`config.mk`:
```
export PLATFORM = sky130hd
export DESIGN_NAME = ansi_csi_text_console_unit
export DESIGN_NICKNAME = d
export VERILOG_FILES = /design/src/sv/actc_pkg.sv /design/src/sv/ansi_csi_text_console_unit.sv
export VERILOG_INCLUDE_DIRS = /design/src /design/src/sv
export SDC_FILE = /design/constraint.sdc
export NUM_CORES = 1
export LEC_CHECK = 0
export ABC_AREA = 1
export BUFFER_PORTS_ARGS = -buffer_cell sky130_fd_sc_hd__buf_4
export CORE_AREA = 2 2 212 214
export DETAILED_ROUTE_END_ITERATION = 8
export DIE_AREA = 0 0 214 216
export PLACE_DENSITY = 0.6
export SLEW_MARGIN = 30
export SYNTH_ARGS = -nofsm -noshare
export SYNTH_HDL_FRONTEND = slang
export SYNTH_SLANG_ARGS = --single-unit
```
`constraint.sdc`:
```
create_clock -name clk -period 6.5 [get_ports clk]
set_clock_uncertainty 0.05 [all_clocks]
set_input_delay 0.325 -clock clk [delete_from_list [all_inputs] [get_ports clk]]
set_output_delay 0.325 -clock clk [all_outputs]
set_load 0.01 [all_outputs]
```
`src/sv/ansi_csi_text_console_unit_defines.svh`:
```
// Assertion macros for the ANSI/CSI text console unit.
// Used by the top level only; expects clk and rst_n in scope.
`ifndef ANSI_CSI_TEXT_CONSOLE_UNIT_DEFINES_SVH
`define ANSI_CSI_TEXT_CONSOLE_UNIT_DEFINES_SVH

// Condition that must hold at every clock edge out of reset.
`define ACTC_ASSERT_ALWAYS(label, cond, msg) \
    label: assert property (@(posedge clk) disable iff (!rst_n) (cond)) else $error(msg);

// Implication checked in the same cycle.
`define ACTC_ASSERT_IMP(label, ante, cons, msg) \
    label: assert property (@(posedge clk) disable iff (!rst_n) (ante) |-> (cons)) \
        else $error(msg);

`endif

```
`src/sv/actc_pkg.sv`:
```
// Shared constants, types and helper functions for the ANSI/CSI text console unit.
// No dependencies.
package actc_pkg;

    // Result kinds
    typedef enum logic [2:0] {
        KIND_DRAW   = 3'd0,
        KIND_ERASE  = 3'd1,
        KIND_SCROLL = 3'd2,
        KIND_CLEAR  = 3'd3,
        KIND_CURSOR = 3'd4
    } kind_t;

    // Configuration register indexes
    localparam int CFG_INDEX_W = 2;
    localparam logic [CFG_INDEX_W-1:0] CFG_COLUMNS = 2'd0;
    localparam logic [CFG_INDEX_W-1:0] CFG_ROWS    = 2'd1;

    localparam logic [8:0] COLS_RESET = 9'd80;
    localparam logic [7:0] ROWS_RESET = 8'd25;
    localparam logic [8:0] COLS_MAX   = 9'd256;
    localparam logic [7:0] ROWS_MAX   = 8'd128;

    localparam int         TAB_STOP   = 8;
    localparam logic [8:0] TAB_STOP_W = 9'(TAB_STOP);
    localparam logic [13:0] PARAM_MAX = 14'd9999;
    localparam logic [3:0] MAX_RESULTS = 4'd8;

    // Byte codes
    localparam logic [7:0] CH_BS   = 8'h08;
    localparam logic [7:0] CH_TAB  = 8'h09;
    localparam logic [7:0] CH_LF   = 8'h0A;
    localparam logic [7:0] CH_CR   = 8'h0D;
    localparam logic [7:0] CH_ESC  = 8'h1B;
    localparam logic [7:0] CH_SPACE = 8'h20;
    localparam logic [7:0] CH_0    = 8'h30;
    localparam logic [7:0] CH_9    = 8'h39;
    localparam logic [7:0] CH_SEMI = 8'h3B;
    localparam logic [7:0] CH_LBRK = 8'h5B;
    localparam logic [7:0] CH_A    = 8'h41;
    localparam logic [7:0] CH_B    = 8'h42;
    localparam logic [7:0] CH_C    = 8'h43;
    localparam logic [7:0] CH_D    = 8'h44;
    localparam logic [7:0] CH_E    = 8'h45;
    localparam logic [7:0] CH_F    = 8'h46;
    localparam logic [7:0] CH_G    = 8'h47;
    localparam logic [7:0] CH_H    = 8'h48;
    localparam logic [7:0] CH_J    = 8'h4A;
    localparam logic [7:0] CH_LF_F = 8'h66;
    localparam logic [7:0] CH_M    = 8'h6D;

    // SGR codes
    localparam logic [13:0] SGR_RESET  = 14'd0;
    localparam logic [13:0] SGR_BRIGHT = 14'd1;
    localparam logic [13:0] SGR_NORMAL = 14'd2;
    localparam logic [13:0] SGR_FG_LO  = 14'd30;
    localparam logic [13:0] SGR_FG_HI  = 14'd37;
    localparam logic [13:0] SGR_BG_LO  = 14'd40;
    localparam logic [13:0] SGR_BG_HI  = 14'd47;
    localparam logic [13:0] SGR_BFG_LO = 14'd90;
    localparam logic [13:0] SGR_BFG_HI = 14'd97;
    localparam logic [13:0] SGR_BBG_LO = 14'd100;
    localparam logic [13:0] SGR_BBG_HI = 14'd107;
    localparam logic [13:0] CLEAR_ALL  = 14'd2;

    localparam logic [3:0] FG_RESET   = 4'd0;
    localparam logic [4:0] BG_DEFAULT = 5'd16;

    typedef struct packed {
        logic       bright;
        logic [3:0] fg;
        logic [4:0] bg;
    } sgr_state_t;

    function automatic logic [8:0] clamp_cols(logic [8:0] v);
        if (v == 9'd0)
            return 9'd1;
        else if (v > COLS_MAX)
            return COLS_MAX;
        else
            return v;
    endfunction

    function automatic logic [7:0] clamp_rows(logic [7:0] v);
        if (v == 8'd0)
            return 8'd1;
        else if (v > ROWS_MAX)
            return ROWS_MAX;
        else
            return v;
    endfunction

    // ANSI colour order to palette order; bright adds eight
    function automatic logic [3:0] palette(logic [2:0] idx, logic bright);
        logic [2:0] p;
        case (idx)
            3'd3:    p = 3'd6;
            3'd4:    p = 3'd3;
            3'd6:    p = 3'd4;
            default: p = idx;
        endcase
        return {bright, p};
    endfunction

    function automatic sgr_state_t sgr_apply(sgr_state_t s, logic [13:0] v);
        sgr_state_t r;
        logic [13:0] d;
        r = s;
        d = '0;
        if (v == SGR_RESET)
        begin
            r.fg = FG_RESET;
            r.bg = BG_DEFAULT;
        end
        else if (v == SGR_BRIGHT)
            r.bright = 1'b1;
        else if (v == SGR_NORMAL)
            r.bright = 1'b0;
        else if (v >= SGR_FG_LO && v <= SGR_FG_HI)
        begin
            d = v - SGR_FG_LO;
            r.fg = palette(d[2:0], s.bright);
        end
        else if (v >= SGR_BG_LO && v <= SGR_BG_HI)
        begin
            d = v - SGR_BG_LO;
            r.bg = {1'b0, palette(d[2:0], 1'b0)};
        end
        else if (v >= SGR_BFG_LO && v <= SGR_BFG_HI)
        begin
            d = v - SGR_BFG_LO;
            r.fg = palette(d[2:0], 1'b1);
        end
        else if (v >= SGR_BBG_LO && v <= SGR_BBG_HI)
        begin
            d = v - SGR_BBG_LO;
            r.bg = {1'b0, palette(d[2:0], 1'b1)};
        end
        return r;
    endfunction

endpackage

```
`src/sv/ansi_csi_text_console_unit.sv`:
```
// Throughput: one byte per cycle while the output is not stalled; the result register takes
// one result a cycle, so a tab can give up to MAX_RESULTS results and a wrapping glyph on
// the last row gives a scroll and then a draw, holding the input until they are out.
// Bytes with no result still pass through the input register.
// Reset (rst_n low, asynchronous): parser to ground, cursor home, colours default,
// columns 80, rows 25, both stream registers empty.
`include "ansi_csi_text_console_unit_defines.svh"

module ansi_csi_text_console_unit
    import actc_pkg::*;
(
    input  logic                   clk,
    input  logic                   rst_n,
    input  logic                   s_tvalid,
    output logic                   s_tready,
    input  logic [7:0]             s_tdata,    // [7:0] byte_in
    output logic                   m_tvalid,
    input  logic                   m_tready,
    output logic [47:0]            m_tdata,    // cell_col, cell_row, glyph, fg_index,
                                               // bg_index, scroll_lines, zero fill
    output logic [2:0]             m_tuser,    // [2:0] kind
    output logic                   m_tlast,
    input  logic                   cfg_valid,
    output logic                   cfg_ready,
    input  logic [CFG_INDEX_W-1:0] cfg_index,
    input  logic [8:0]             cfg_data
);

    typedef enum logic [1:0] {
        MODE_GROUND = 2'd0,
        MODE_ESC    = 2'd1,
        MODE_CSI    = 2'd2
    } parse_mode_t;

    // Configuration
    logic [8:0]  columns_reg;
    logic [7:0]  rows_reg;

    // Input register
    logic        in_vld_reg;
    logic [7:0]  in_byte_reg;

    // Console state
    parse_mode_t mode_reg, mode_next;
    logic        second_reg, second_next;
    logic [13:0] p1_reg, p1_next;
    logic [13:0] p2_reg, p2_next;
    logic        bright_reg, bright_next;
    logic [3:0]  fg_reg, fg_next;
    logic [4:0]  bg_reg, bg_next;
    logic [8:0]  col_reg, col_next;
    logic [6:0]  row_reg, row_next;

    // Multi-result sequencing (tab fill, glyph after scroll)
    logic        busy_reg, busy_next;
    logic        drawpend_reg, drawpend_next;
    logic        tab_reg, tab_next;
    logic [7:0]  glyph_reg, glyph_next;
    logic [3:0]  cnt_reg, cnt_next;

    // Result register
    logic        out_valid_reg;
    kind_t       out_kind_reg;
    logic [8:0]  out_col_reg;
    logic [6:0]  out_row_reg;
    logic [7:0]  out_glyph_reg;
    logic [3:0]  out_fg_reg;
    logic [4:0]  out_bg_reg;
    logic [7:0]  out_lines_reg;
    logic        out_last_reg;

    // Step results
    logic        emit;
    logic        done;
    kind_t       res_kind;
    logic [8:0]  res_col;
    logic [6:0]  res_row;
    logic [7:0]  res_glyph;
    logic [7:0]  res_lines;

    // Glyph placement
    logic        put_do;
    logic [8:0]  put_col;
    logic [3:0]  put_cnt;
    logic [7:0]  put_glyph;
    logic        put_tab;
    logic        put_draw;
    logic [8:0]  draw_col;
    logic [6:0]  draw_row;
    logic        draw_ok;
    logic [8:0]  col_inc;
    logic [3:0]  cnt_inc;

    // Shared arithmetic
    logic        out_free;
    logic        step;
    logic [8:0]  eff_cols;
    logic [7:0]  eff_rows;
    logic [6:0]  last_row;
    logic [8:0]  cols_m1;
    logic [13:0] cnt_p;
    logic [13:0] cnt_m1;
    logic [13:0] x_p;
    logic [13:0] x_m1;
    logic [13:0] adv_cnt;
    logic [14:0] adv_sum;
    logic        adv_scroll;
    logic [14:0] adv_diff;
    logic [7:0]  adv_lines;
    logic [14:0] sum_col;
    logic [8:0]  tab_col;
    logic [7:0]  digit;
    logic [13:0] acc_cur;
    logic [17:0] acc_full;
    logic [13:0] acc_sat;
    sgr_state_t  sgr_cur;
    sgr_state_t  sgr_one;
    sgr_state_t  sgr_two;

    // Configuration write
    logic        cfg_wr;
    logic        cfg_known;
    logic [8:0]  cfg_cols_eff;
    logic [7:0]  cfg_rows_eff;
    logic [6:0]  cfg_last_row;

    assign out_free = !out_valid_reg || m_tready;
    assign step     = in_vld_reg && out_free;
    assign s_tready = !in_vld_reg || (out_free && done);
    assign cfg_ready = 1'b1;

    assign m_tvalid = out_valid_reg;
    assign m_tuser  = out_kind_reg;
    assign m_tlast  = out_last_reg;
    assign m_tdata  = {7'd0, out_lines_reg, out_bg_reg, out_fg_reg, out_glyph_reg,
                       out_row_reg, out_col_reg};

    assign eff_cols = clamp_cols(columns_reg);
    assign eff_rows = clamp_rows(rows_reg);
    assign last_row = 7'(eff_rows - 8'd1);
    assign cols_m1  = eff_cols - 9'd1;

    assign cnt_p  = (p1_reg == 14'd0) ? 14'd1 : p1_reg;
    assign cnt_m1 = cnt_p - 14'd1;
    assign x_p    = (p2_reg == 14'd0) ? 14'd1 : p2_reg;
    assign x_m1   = x_p - 14'd1;

    // Line advance shared by LF and E; also the downward sum for B
    assign adv_cnt    = (mode_reg == MODE_CSI) ? cnt_p : 14'd1;
    assign adv_sum    = 15'(row_reg) + 15'(adv_cnt);
    assign adv_scroll = adv_sum > 15'(last_row);
    assign adv_diff   = adv_sum - 15'(last_row);
    assign adv_lines  = (adv_diff > 15'(eff_rows)) ? eff_rows : adv_diff[7:0];

    assign sum_col = 15'(col_reg) + 15'(cnt_p);
    assign tab_col = (col_reg >= eff_cols) ? eff_cols : col_reg + 9'd1;

    assign digit    = in_byte_reg - CH_0;
    assign acc_cur  = second_reg ? p2_reg : p1_reg;
    assign acc_full = 18'(acc_cur) * 18'd10 + 18'(digit[3:0]);
    assign acc_sat  = (acc_full > 18'(PARAM_MAX)) ? PARAM_MAX : acc_full[13:0];

    assign sgr_cur = '{bright: bright_reg, fg: fg_reg, bg: bg_reg};
    assign sgr_one = sgr_apply(sgr_cur, p1_reg);
    assign sgr_two = second_reg ? sgr_apply(sgr_one, p2_reg) : sgr_one;

    assign cfg_wr       = cfg_valid && cfg_ready;
    assign cfg_known    = (cfg_index == CFG_COLUMNS) || (cfg_index == CFG_ROWS);
    assign cfg_cols_eff = clamp_cols((cfg_index == CFG_COLUMNS) ? cfg_data : columns_reg);
    assign cfg_rows_eff = clamp_rows((cfg_index == CFG_ROWS) ? cfg_data[7:0] : rows_reg);
    assign cfg_last_row = 7'(cfg_rows_eff - 8'd1);

    always_comb
    begin
        mode_next     = mode_reg;
        second_next   = second_reg;
        p1_next       = p1_reg;
        p2_next       = p2_reg;
        bright_next   = bright_reg;
        fg_next       = fg_reg;
        bg_next       = bg_reg;
        col_next      = col_reg;
        row_next      = row_reg;
        busy_next     = busy_reg;
        drawpend_next = drawpend_reg;
        tab_next      = tab_reg;
        glyph_next    = glyph_reg;
        cnt_next      = cnt_reg;

        emit      = 1'b0;
        done      = 1'b1;
        res_kind  = KIND_CURSOR;
        res_col   = col_reg;
        res_row   = row_reg;
        res_glyph = 8'd0;
        res_lines = 8'd0;

        put_do    = 1'b0;
        put_col   = col_reg;
        put_cnt   = cnt_reg;
        put_glyph = glyph_reg;
        put_tab   = tab_reg;
        put_draw  = drawpend_reg;
        draw_col  = col_reg;
        draw_row  = row_reg;
        draw_ok   = 1'b0;
        col_inc   = col_reg;
        cnt_inc   = cnt_reg;

        if (busy_reg)
        begin
            put_do = 1'b1;
        end
        else
        begin
            unique case (mode_reg)
                MODE_ESC:
                begin
                    if (in_byte_reg == CH_LBRK)
                    begin
                        mode_next   = MODE_CSI;
                        p1_next     = 14'd0;
                        p2_next     = 14'd0;
                        second_next = 1'b0;
                    end
                    else
                        mode_next = MODE_GROUND;
                end
                MODE_CSI:
                begin
                    if (in_byte_reg >= CH_0 && in_byte_reg <= CH_9)
                    begin
                        if (second_reg)
                            p2_next = acc_sat;
                        else
                            p1_next = acc_sat;
                    end
                    else if (in_byte_reg == CH_SEMI)
                    begin
                        second_next = 1'b1;
                        p2_next     = 14'd0;
                    end
                    else
                    begin
                        mode_next   = MODE_GROUND;
                        second_next = 1'b0;
                        emit        = 1'b1;
                        unique case (in_byte_reg)
                            CH_A:
                                row_next = ({7'd0, row_reg} > cnt_p) ? row_reg - cnt_p[6:0]
                                                                      : 7'd0;
                            CH_B:
                            begin
                                if (row_reg < last_row)
                                    row_next = (adv_sum > 15'(last_row)) ? last_row
                                                                         : adv_sum[6:0];
                            end
                            CH_C:
                            begin
                                if (col_reg < cols_m1)
                                    col_next = (sum_col > 15'(cols_m1)) ? cols_m1
                                                                        : sum_col[8:0];
                            end
                            CH_D:
                                col_next = ({5'd0, col_reg} > cnt_p) ? col_reg - cnt_p[8:0]
                                                                      : 9'd0;
                            CH_E:
                            begin
                                col_next = 9'd0;
                                if (adv_scroll)
                                begin
                                    row_next  = last_row;
                                    res_kind  = KIND_SCROLL;
                                    res_lines = adv_lines;
                                end
                                else
                                    row_next = adv_sum[6:0];
                            end
                            CH_F:
                            begin
                                col_next = 9'd0;
                                row_next = ({7'd0, row_reg} > cnt_p) ? row_reg - cnt_p[6:0]
                                                                      : 7'd0;
                            end
                            CH_G:
                            begin
                                if (cnt_p <= 14'(eff_cols))
                                    col_next = cnt_m1[8:0];
                            end
                            CH_H, CH_LF_F:
                            begin
                                if (cnt_p <= 14'(eff_rows))
                                    row_next = cnt_m1[6:0];
                                if (x_p <= 14'(eff_cols))
                                    col_next = x_m1[8:0];
                            end
                            CH_J:
                            begin
                                emit = (p1_reg == CLEAR_ALL);
                                res_kind = KIND_CLEAR;
                                if (p1_reg == CLEAR_ALL)
                                begin
                                    col_next = 9'd0;
                                    row_next = 7'd0;
                                end
                            end
                            CH_M:
                            begin
                                emit        = 1'b0;
                                bright_next = sgr_two.bright;
                                fg_next     = sgr_two.fg;
                                bg_next     = sgr_two.bg;
                            end
                            default:
                                emit = 1'b0;
                        endcase
                        res_col = col_next;
                        res_row = row_next;
                    end
                end
                default:
                begin
                    mode_next = MODE_GROUND;
                    unique case (in_byte_reg)
                        CH_ESC:
                            mode_next = MODE_ESC;
                        CH_LF:
                        begin
                            emit     = 1'b1;
                            col_next = 9'd0;
                            res_col  = 9'd0;
                            if (adv_scroll)
                            begin
                                row_next  = last_row;
                                res_kind  = KIND_SCROLL;
                                res_lines = adv_lines;
                            end
                            else
                                row_next = adv_sum[6:0];
                            res_row = row_next;
                        end
                        CH_CR:
                            emit = 1'b0;
                        CH_TAB:
                        begin
                            col_next = tab_col;
                            if ((tab_col % TAB_STOP_W) == 9'd0)
                            begin
                                emit    = 1'b1;
                                res_col = tab_col;
                            end
                            else
                            begin
                                put_do    = 1'b1;
                                put_col   = tab_col;
                                put_cnt   = 4'd0;
                                put_glyph = CH_SPACE;
                                put_tab   = 1'b1;
                                put_draw  = 1'b0;
                            end
                        end
                        CH_BS:
                        begin
                            if (col_reg != 9'd0)
                            begin
                                emit     = 1'b1;
                                res_kind = KIND_ERASE;
                                col_next = col_reg - 9'd1;
                                res_col  = col_reg - 9'd1;
                            end
                        end
                        default:
                        begin
                            put_do    = 1'b1;
                            put_col   = col_reg;
                            put_cnt   = 4'd0;
                            put_glyph = in_byte_reg;
                            put_tab   = 1'b0;
                            put_draw  = 1'b0;
                        end
                    endcase
                end
            endcase
        end

        if (put_do)
        begin
            glyph_next = put_glyph;
            tab_next   = put_tab;
            draw_col   = put_col;
            draw_row   = row_reg;
            draw_ok    = 1'b1;
            cnt_inc    = put_cnt + 4'd1;
            if (!put_draw && put_col >= eff_cols)
            begin
                draw_col = 9'd0;
                if (row_reg == last_row)
                begin
                    // scroll now, draw on a later step if budget remains
                    emit          = 1'b1;
                    res_kind      = KIND_SCROLL;
                    res_col       = 9'd0;
                    res_row       = row_reg;
                    res_lines     = 8'd1;
                    col_next      = 9'd0;
                    cnt_next      = cnt_inc;
                    draw_ok       = 1'b0;
                    busy_next     = cnt_inc < MAX_RESULTS;
                    drawpend_next = 1'b1;
                    done          = !(cnt_inc < MAX_RESULTS);
                end
                else
                    draw_row = row_reg + 7'd1;
            end
            if (draw_ok)
            begin
                col_inc       = draw_col + 9'd1;
                emit          = 1'b1;
                res_kind      = KIND_DRAW;
                res_col       = draw_col;
                res_row       = draw_row;
                res_glyph     = put_glyph;
                col_next      = col_inc;
                row_next      = draw_row;
                cnt_next      = cnt_inc;
                busy_next     = put_tab && ((col_inc % TAB_STOP_W) != 9'd0)
                                && (cnt_inc < MAX_RESULTS);
                drawpend_next = 1'b0;
                done          = !(put_tab && ((col_inc % TAB_STOP_W) != 9'd0)
                                  && (cnt_inc < MAX_RESULTS));
            end
        end
    end

    always_ff @(posedge clk or negedge rst_n)
    begin
        if (!rst_n)
        begin
            columns_reg   <= COLS_RESET;
            rows_reg      <= ROWS_RESET;
            in_vld_reg    <= 1'b0;
            in_byte_reg   <= 8'd0;
            mode_reg      <= MODE_GROUND;
            second_reg    <= 1'b0;
            p1_reg        <= 14'd0;
            p2_reg        <= 14'd0;
            bright_reg    <= 1'b0;
            fg_reg        <= FG_RESET;
            bg_reg        <= BG_DEFAULT;
            col_reg       <= 9'd0;
            row_reg       <= 7'd0;
            busy_reg      <= 1'b0;
            drawpend_reg  <= 1'b0;
            tab_reg       <= 1'b0;
            glyph_reg     <= 8'd0;
            cnt_reg       <= 4'd0;
            out_valid_reg <= 1'b0;
            out_kind_reg  <= KIND_DRAW;
            out_col_reg   <= 9'd0;
            out_row_reg   <= 7'd0;
            out_glyph_reg <= 8'd0;
            out_fg_reg    <= 4'd0;
            out_bg_reg    <= 5'd0;
            out_lines_reg <= 8'd0;
            out_last_reg  <= 1'b0;
        end
        else
        begin
            if (s_tvalid && s_tready)
            begin
                in_vld_reg  <= 1'b1;
                in_byte_reg <= s_tdata;
            end
            else if (step && done)
                in_vld_reg <= 1'b0;

            if (step && emit)
            begin
                out_valid_reg <= 1'b1;
                out_kind_reg  <= res_kind;
                out_col_reg   <= res_col;
                out_row_reg   <= res_row;
                out_glyph_reg <= res_glyph;
                out_fg_reg    <= fg_reg;
                out_bg_reg    <= bg_reg;
                out_lines_reg <= res_lines;
                out_last_reg  <= done;
            end
            else if (m_tready)
                out_valid_reg <= 1'b0;

            if (cfg_wr)
            begin
                if (cfg_known)
                begin
                    if (cfg_index == CFG_COLUMNS)
                        columns_reg <= cfg_data;
                    else
                        rows_reg <= cfg_data[7:0];
                    // pull the cursor back inside the new screen
                    if (col_reg > cfg_cols_eff)
                        col_reg <= cfg_cols_eff;
                    if (row_reg > cfg_last_row)
                        row_reg <= cfg_last_row;
                end
            end
            else if (step)
            begin
                mode_reg     <= mode_next;
                second_reg   <= second_next;
                p1_reg       <= p1_next;
                p2_reg       <= p2_next;
                bright_reg   <= bright_next;
                fg_reg       <= fg_next;
                bg_reg       <= bg_next;
                col_reg      <= col_next;
                row_reg      <= row_next;
                busy_reg     <= busy_next;
                drawpend_reg <= drawpend_next;
                tab_reg      <= tab_next;
                glyph_reg    <= glyph_next;
                cnt_reg      <= cnt_next;
            end
        end
    end

    `ACTC_ASSERT_ALWAYS(a_row_on_screen, row_reg <= last_row, "cursor row beyond last row")
    `ACTC_ASSERT_ALWAYS(a_col_in_range, col_reg <= eff_cols, "cursor column beyond row end")
    `ACTC_ASSERT_IMP(a_busy_has_item, busy_reg, in_vld_reg, "sequencer busy without an item")
    `ACTC_ASSERT_IMP(a_fill_only_tab, busy_reg && !drawpend_reg, tab_reg, "fill step outside tab")

endmodule

```
Yosys cells after proc, flatten, opt, wreduce, memory -nomap -nowiden --
Index checks and enable logic that the tools add are counted.
Word-level totals: bits in writable memories 0, latch bits 0, bits in read-only memories 0, memories kept 0, bits in registers 144
Cells by class: divide/modulo/power cells 0, multipliers 1, shift-type cells 0, bitwise operators 5, add/sub/neg operators 25, reductions and logical operators 58, equal/unequal tests 60, order comparisons 38, mux-type cells 203
Operator list (number):
- 2-to-1 mux 9 bit | 42
- 2-to-1 mux 7 bit | 23
- 2-to-1 mux 14 bit | 11
- 2-to-1 mux 8 bit | 18
- equality test 8 x 7 -> 1 bit, second input constant | 12
- case mux 3 bit (3 select lines) | 8
- greater-or-equal comparator 14 x 7 -> 1 bit, second input constant | 4
- <= comparator 14 x 6 -> 1 bit, second input constant | 4
- <= comparator 14 x 7 -> 1 bit, second input constant | 4
- case mux 14 bit (2 select lines) | 2
- case mux 9 bit (3 select lines) | 2
- case mux 9 bit (6 select lines) | 1
- equality test 3 bit, second input constant | 16
- 2-to-1 mux 4 bit | 12
- 2-to-1 mux 1 bit | 45
- 2-to-1 mux 5 bit | 8
- case mux 9 bit (2 select lines) | 2
- subtractor 9 x 1 -> 9 bit, second input constant | 4
- case mux 7 bit (5 select lines) | 1
- equality test 8 x 4 -> 1 bit, second input constant | 4
- case mux 8 bit (2 select lines) | 2
- equality test 14 x 1 -> 1 bit, second input constant | 2
- equality test 14 x 2 -> 1 bit, second input constant | 2
- greater-or-equal comparator 14 x 5 -> 1 bit, second input constant | 2
- other kinds (71) | 159

Logic depth before layout (Yosys ltp) --
word-level depth 25, depth in mapped cells 46, depth with buffers taken out 43

Worst setup path before layout --
Ideal clock, no wire load.
path type flip-flop to flip-flop, start point register columns_reg[7], end point register in_byte_reg[5], slack 977 ps, arrival time 5353 ps, stages on the path, launching flop included 45, data required time 6330 ps, setup time 120 ps, clock period less this slack 5523 ps, cell sequence dfrtp_1 > nor2_1 > nand3_1 > nor2_1 > nor2_2 > nor2_1 > inv_1 > ha_1 > nand2_1 > nor2_1 > nand3_1 > nand4_2 > inv_2 > nand2_1 > nand3_1 > nand3_2 > nand2_2 > buf_4 > [9 not listed] > nand2_1 > a21oi_1 > o21bai_1 > nand2_4 > inv_1 > buf_6 > nor2_1 > ha_1 > ha_1 > inv_1 > nand2_1 > a21oi_2 > nand2_2 > a21oi_4 > nor2_4 > buf_6 > nand2_1 > o21ai_2
Between the ends: longest elaborated chain between the ends 24
RTL lines:
- start, declared | RTL line ansi_csi_text_console_unit.sv:36 | logic [8:0] columns_reg;
- start signal, assigned | RTL line ansi_csi_text_console_unit.sv:497 | columns_reg <= cfg_data;
- > comparator 9 bit | RTL line actc_pkg.sv:78 | else if (v > COLS_MAX)
- 2-to-1 mux 9 bit | RTL line actc_pkg.sv:78
- 2-to-1 mux 9 bit (*) | RTL line actc_pkg.sv:76 | if (v == 9'd0)
- greater-or-equal comparator 9 bit | RTL line ansi_csi_text_console_unit.sv:156 | assign tab_col = (col_reg >= eff_cols) ? eff_cols : col_reg + 9'd1;
- 2-to-1 mux 9 bit | RTL line ansi_csi_text_console_unit.sv:156
- logical NOT 9 bit | RTL line ansi_csi_text_console_unit.sv:347 | if ((tab_col % TAB_STOP_W) == 9'd0)
- 2-to-1 mux 9 bit / 2-to-1 mux 1 bit (equally long branches) | RTL line ansi_csi_text_console_unit.sv:347
- 2-to-1 mux 9 bit / case mux 1 bit (2 select lines) (equally long branches) | RTL line ansi_csi_text_console_unit.sv:324 | unique case (in_byte_reg)
- [8 not listed]
- logical AND 1 bit | RTL line ansi_csi_text_console_unit.sv:429 | done = !(put_tab && ((col_inc % TAB_STOP_W) != 9'd0)
- logical AND 1 bit | RTL line ansi_csi_text_console_unit.sv:430 | && (cnt_inc < MAX_RESULTS));
- logical NOT 1 bit | RTL line ansi_csi_text_console_unit.sv:429
- 2-to-1 mux 1 bit | RTL line ansi_csi_text_console_unit.sv:415 | if (draw_ok)
- 2-to-1 mux 1 bit (*) | RTL line ansi_csi_text_console_unit.sv:386 | if (put_do)
- logical AND 1 bit (*) | RTL line ansi_csi_text_console_unit.sv:129 | assign s_tready = !in_vld_reg || (out_free && done);
- logical OR 1 bit (*) | RTL line ansi_csi_text_console_unit.sv:129
- logical AND 1 bit (*) | RTL line ansi_csi_text_console_unit.sv:469 | if (s_tvalid && s_tready)
- end signal, assigned | RTL line ansi_csi_text_console_unit.sv:472 | in_byte_reg <= s_tdata;
- end, declared | RTL line ansi_csi_text_console_unit.sv:41 | logic [7:0] in_byte_reg;
Mark *: on every way between the ends. The rest lies on a longest branch, timed or not. The select of a mux whose other input is x is not followed. A chain may end at the register's enable or synchronous reset.

Final worst setup path --
start point register columns_reg[7], end point output port s_tready
Between the ends: longest elaborated chain between the ends 23
RTL lines:
- > comparator 9 bit | RTL line actc_pkg.sv:78
- 2-to-1 mux 9 bit | RTL line actc_pkg.sv:78
- 2-to-1 mux 9 bit (*) | RTL line actc_pkg.sv:76
- greater-or-equal comparator 9 bit | RTL line ansi_csi_text_console_unit.sv:156
- 2-to-1 mux 9 bit | RTL line ansi_csi_text_console_unit.sv:156
- logical NOT 9 bit | RTL line ansi_csi_text_console_unit.sv:347
- 2-to-1 mux 9 bit / 2-to-1 mux 1 bit (equally long branches) | RTL line ansi_csi_text_console_unit.sv:347
- 2-to-1 mux 9 bit / case mux 1 bit (2 select lines) (equally long branches) | RTL line ansi_csi_text_console_unit.sv:324
- [7 not listed]
- nonzero test 9 bit | RTL line ansi_csi_text_console_unit.sv:429
- logical AND 1 bit | RTL line ansi_csi_text_console_unit.sv:429
- logical AND 1 bit | RTL line ansi_csi_text_console_unit.sv:430
- logical NOT 1 bit | RTL line ansi_csi_text_console_unit.sv:429
- 2-to-1 mux 1 bit | RTL line ansi_csi_text_console_unit.sv:415
- 2-to-1 mux 1 bit (*) | RTL line ansi_csi_text_console_unit.sv:386
- logical AND 1 bit (*) | RTL line ansi_csi_text_console_unit.sv:129
- logical OR 1 bit (*) | RTL line ansi_csi_text_console_unit.sv:129
- end, declared | RTL line ansi_csi_text_console_unit.sv:15 | output logic s_tready,
Marks and branches as above.

==> qor.csv <==
metric,value,unit
worstMarginPinSlew,0.922,ns
vias_per_cell,5.55,
wl_per_cell,19.0,µm
syn_to_final_growth,11.4,%
drtIter0Drc,1708,
startpoint_type,flip-flop,
crit_path_top_delay_cell,dfrtp_1,
reg2reg_depth,30,
p_seq_share,17.9,%
setup_viol,0,
synth_cell_type_count,66,
layout_min_cycle_time,6.13,ns
synth_top_family_by_area,simple AND/OR/NAND/NOR gates,
firstDrtPassIters,5,
yosysWarningCount,0,
ir_drop,235,µV
worstPathMaxFanout,15,
swShare,53.1,%
maxSlewViolCount,0,
start_util,40.7,%
hold_path_class,in -> reg,
fin_crit_sh,94.4,%
dp_hpwl,53.2,mm
synthMuxAreaShare,0,%
gp_congestion,0.972,
insertion_delay,0.48,ns
outcome,finished clean,
grtUsageTotal,29.1,%
met2_usage,48.2,%
required,6.12,ns
cts_buffers,17,
routed_wirelength,67.4,mm
fin_nets,3144,
crit_start,columns_reg[7],
synthCells,2896,
clkPwrFrac,15.2,%
syn_area,0.0178,mm²
cts.path.max_buffers,2,
r2r_start,p1_reg[11],
synth_edf_count,0,
die_width,214,µm
vias,19700,
met1_usage,38.8,%
yosys.area_share.simple,33.9,%
htree_num_levels,4,
cts_tree,done,
syn_avg_cell_area,6.16,µm²
layout.cells.most_common_list,"nand2_1 (828), inv_1 (360), nor2_1 (242)",
power.total,0.00726,W
internal_power,0.00340,W
yosysSeqAreaShare,20.2,%
power.density,366,mW/mm²
grt_overflow_total,0,
path_class,reg -> out,
ys.flop_type,dfrtp_1,
route.detailed.drc,0,
crit_top_cell,nand2_1,
grt_max_degree,82,
combPwrFrac,66.8,%
max-slew-margin-rel,38.3,%
ant_nets,0,
die_h,216,µm
rsz0062_at_grt,yes,
grt_pass1_vias,18600,
met3_usage,5.20,%
cpPeakStageDelay,0.42,ns
path_clk_slew,0.06,ns
hold_viol_final,0,
synth_xor_area_share,4.17,%
r2r-end,col_reg[6],
final_common_cell,nand2_1,
n_antenna_cell,0,
crit_end,s_tready,
p_switching,0.00386,W
ys_seq_elements,144,
ios,79,
fin_hold_ws,0.0252,ns
p_leak,10.4,nW
portBuffers,70,
row_count,77,
grt_pass1_wl,105,mm
top_usage_layer,met2,
synth_adder_area_share,12.9,%
core_area,0.0438,mm²
dp_cells,3493,
clk_root_buffer_cell,clkbuf_16,
synthArstFlopShare,100,%
drive_gt1_share,8.51,%
synth-compound-area-share,17.6,%
rrSetupSlack,0.67,ns
hp-start,s_tdata[6],
worstSetupEndpointType,primary output,
grt_antenna_before_repair,0,
fin_util,45.3,%
layout.cells.non_filler,3543,
fmax,0.163,GHz
arrival,5.76,ns
dieArea,0.0462,mm²
drv_cap,0,
finalSetupTns,0,ns
clock_sinks,144,
==> worst min-delay path by stage <==
| stage | cells after the start | to | slack (ns) |
|---|---|---|---|
| after floorplan | 0 | bg_reg[0] | -0.02 |
| after global placement | 1 | p1_reg[13] | 0.37 |
| after detailed placement | 1 | p2_reg[12] | 0.38 |
| after CTS | 3 | in_byte_reg[6] | 0.004 |
| after global routing | 3 | in_vld_reg | 0.03 |
| final | 3 | in_byte_reg[6] | 0.03 |
==> power groups by stage <==
| stage | logic [W] | registers [W] | clock network, W |
|---|---|---|---|
| after floorplan | 0.00319 | 0.00132 | 0 |
| after global placement | 0.00461 | 0.00131 | 0 |
| after detailed placement | 0.00466 | 0.00131 | 0 |
| after CTS | 0.00471 | 0.00130 | 0.00113 |
| after global routing | 0.00542 | 0.00133 | 0.00116 |
| final | 0.00485 | 0.00130 | 0.00111 |
==> area by class of cell <==
type,count,area (µm²)
clock buffers,22,484
clock inverters,8,153
fillers,4693,24000
inverters,383,1440
multi-input cells,2255,12400
flip-flops and latches,144,3610
well taps,592,741
repair buffers,138,1070
repair inverters,1,5.00
==> worst max-delay path: cells and delay by family (launching register included) <==
family	cells	cell delay (ns)
compound gates	6	0.91
fa+ha+maj	3	0.84
buf+inv	8	0.78
flops	1	0.42
simple gates	22	2.35
==> metrics by stage <==
step,instance area [µm²],worst slack [ns]
6_report,19900,0.366
5_1_grt,19900,-0.141
4_1_cts,19700,0.0243
3_5_place_dp,19000,0.233
3_3_place_gp,19000,0.395
2_1_floorplan,17900,0.977
==> kinds of logic (layout without fill, tap and decap cells) <==
logic type,after synthesis,after routing
simple gates,1434,1434
compound gates,548,548
buf+inv,503,552
fa+ha+maj,180,180
flops,144,144
xor+xnor,85,85
other cells,2,8
==> synthesized netlist by cell type (7+ instances only) <==
cell type  number  area share (%)
nand2_1       831              17
inv_1         361             7.6
nor2_1        249             5.2
o21ai_0       228             6.4
nand3_1       190             5.3
ha_1          173              12
a21oi_1       161             4.5
dfrtp_1       138              19
clkbuf_1       79             1.7
xor2_1         66             3.2
nor3_1         60             1.7
nand4_1        40             1.4
o211ai_1       36             1.5
a31oi_1        22            0.77
buf_2          19            0.53
xnor2_1        19            0.93
o21ai_1        17            0.48
inv_2          16            0.34
buf_4          13            0.55
nor4_1         12            0.42
nand3b_1       10            0.42
o21a_1          9            0.38
nor2_2          8            0.28
o21ai_2         8            0.39
o21bai_1        8            0.34
o221ai_1        8            0.39
fa_1            7            0.79
or2_2           7            0.25
==> per-layer routing <==
metal	part of all wire, %	wire, µm
met2	46	31000
met3	7.6	5110
met4	2.4	1590
met1	44	29800
met5	0	0
==> repair_timing <==
action / in CTS / in global routing
hold buffers: 8 / 0
pin swaps: 0 / 7
gates resized for setup: 4 / 15
endpoints found under the setup margin: 1 / 16
gates cloned: 0 / 1
endpoints found under the hold margin: 86 / 0
buffers inserted: 0 / 10
No activity file was read; power rests on OpenSTA's default activity.
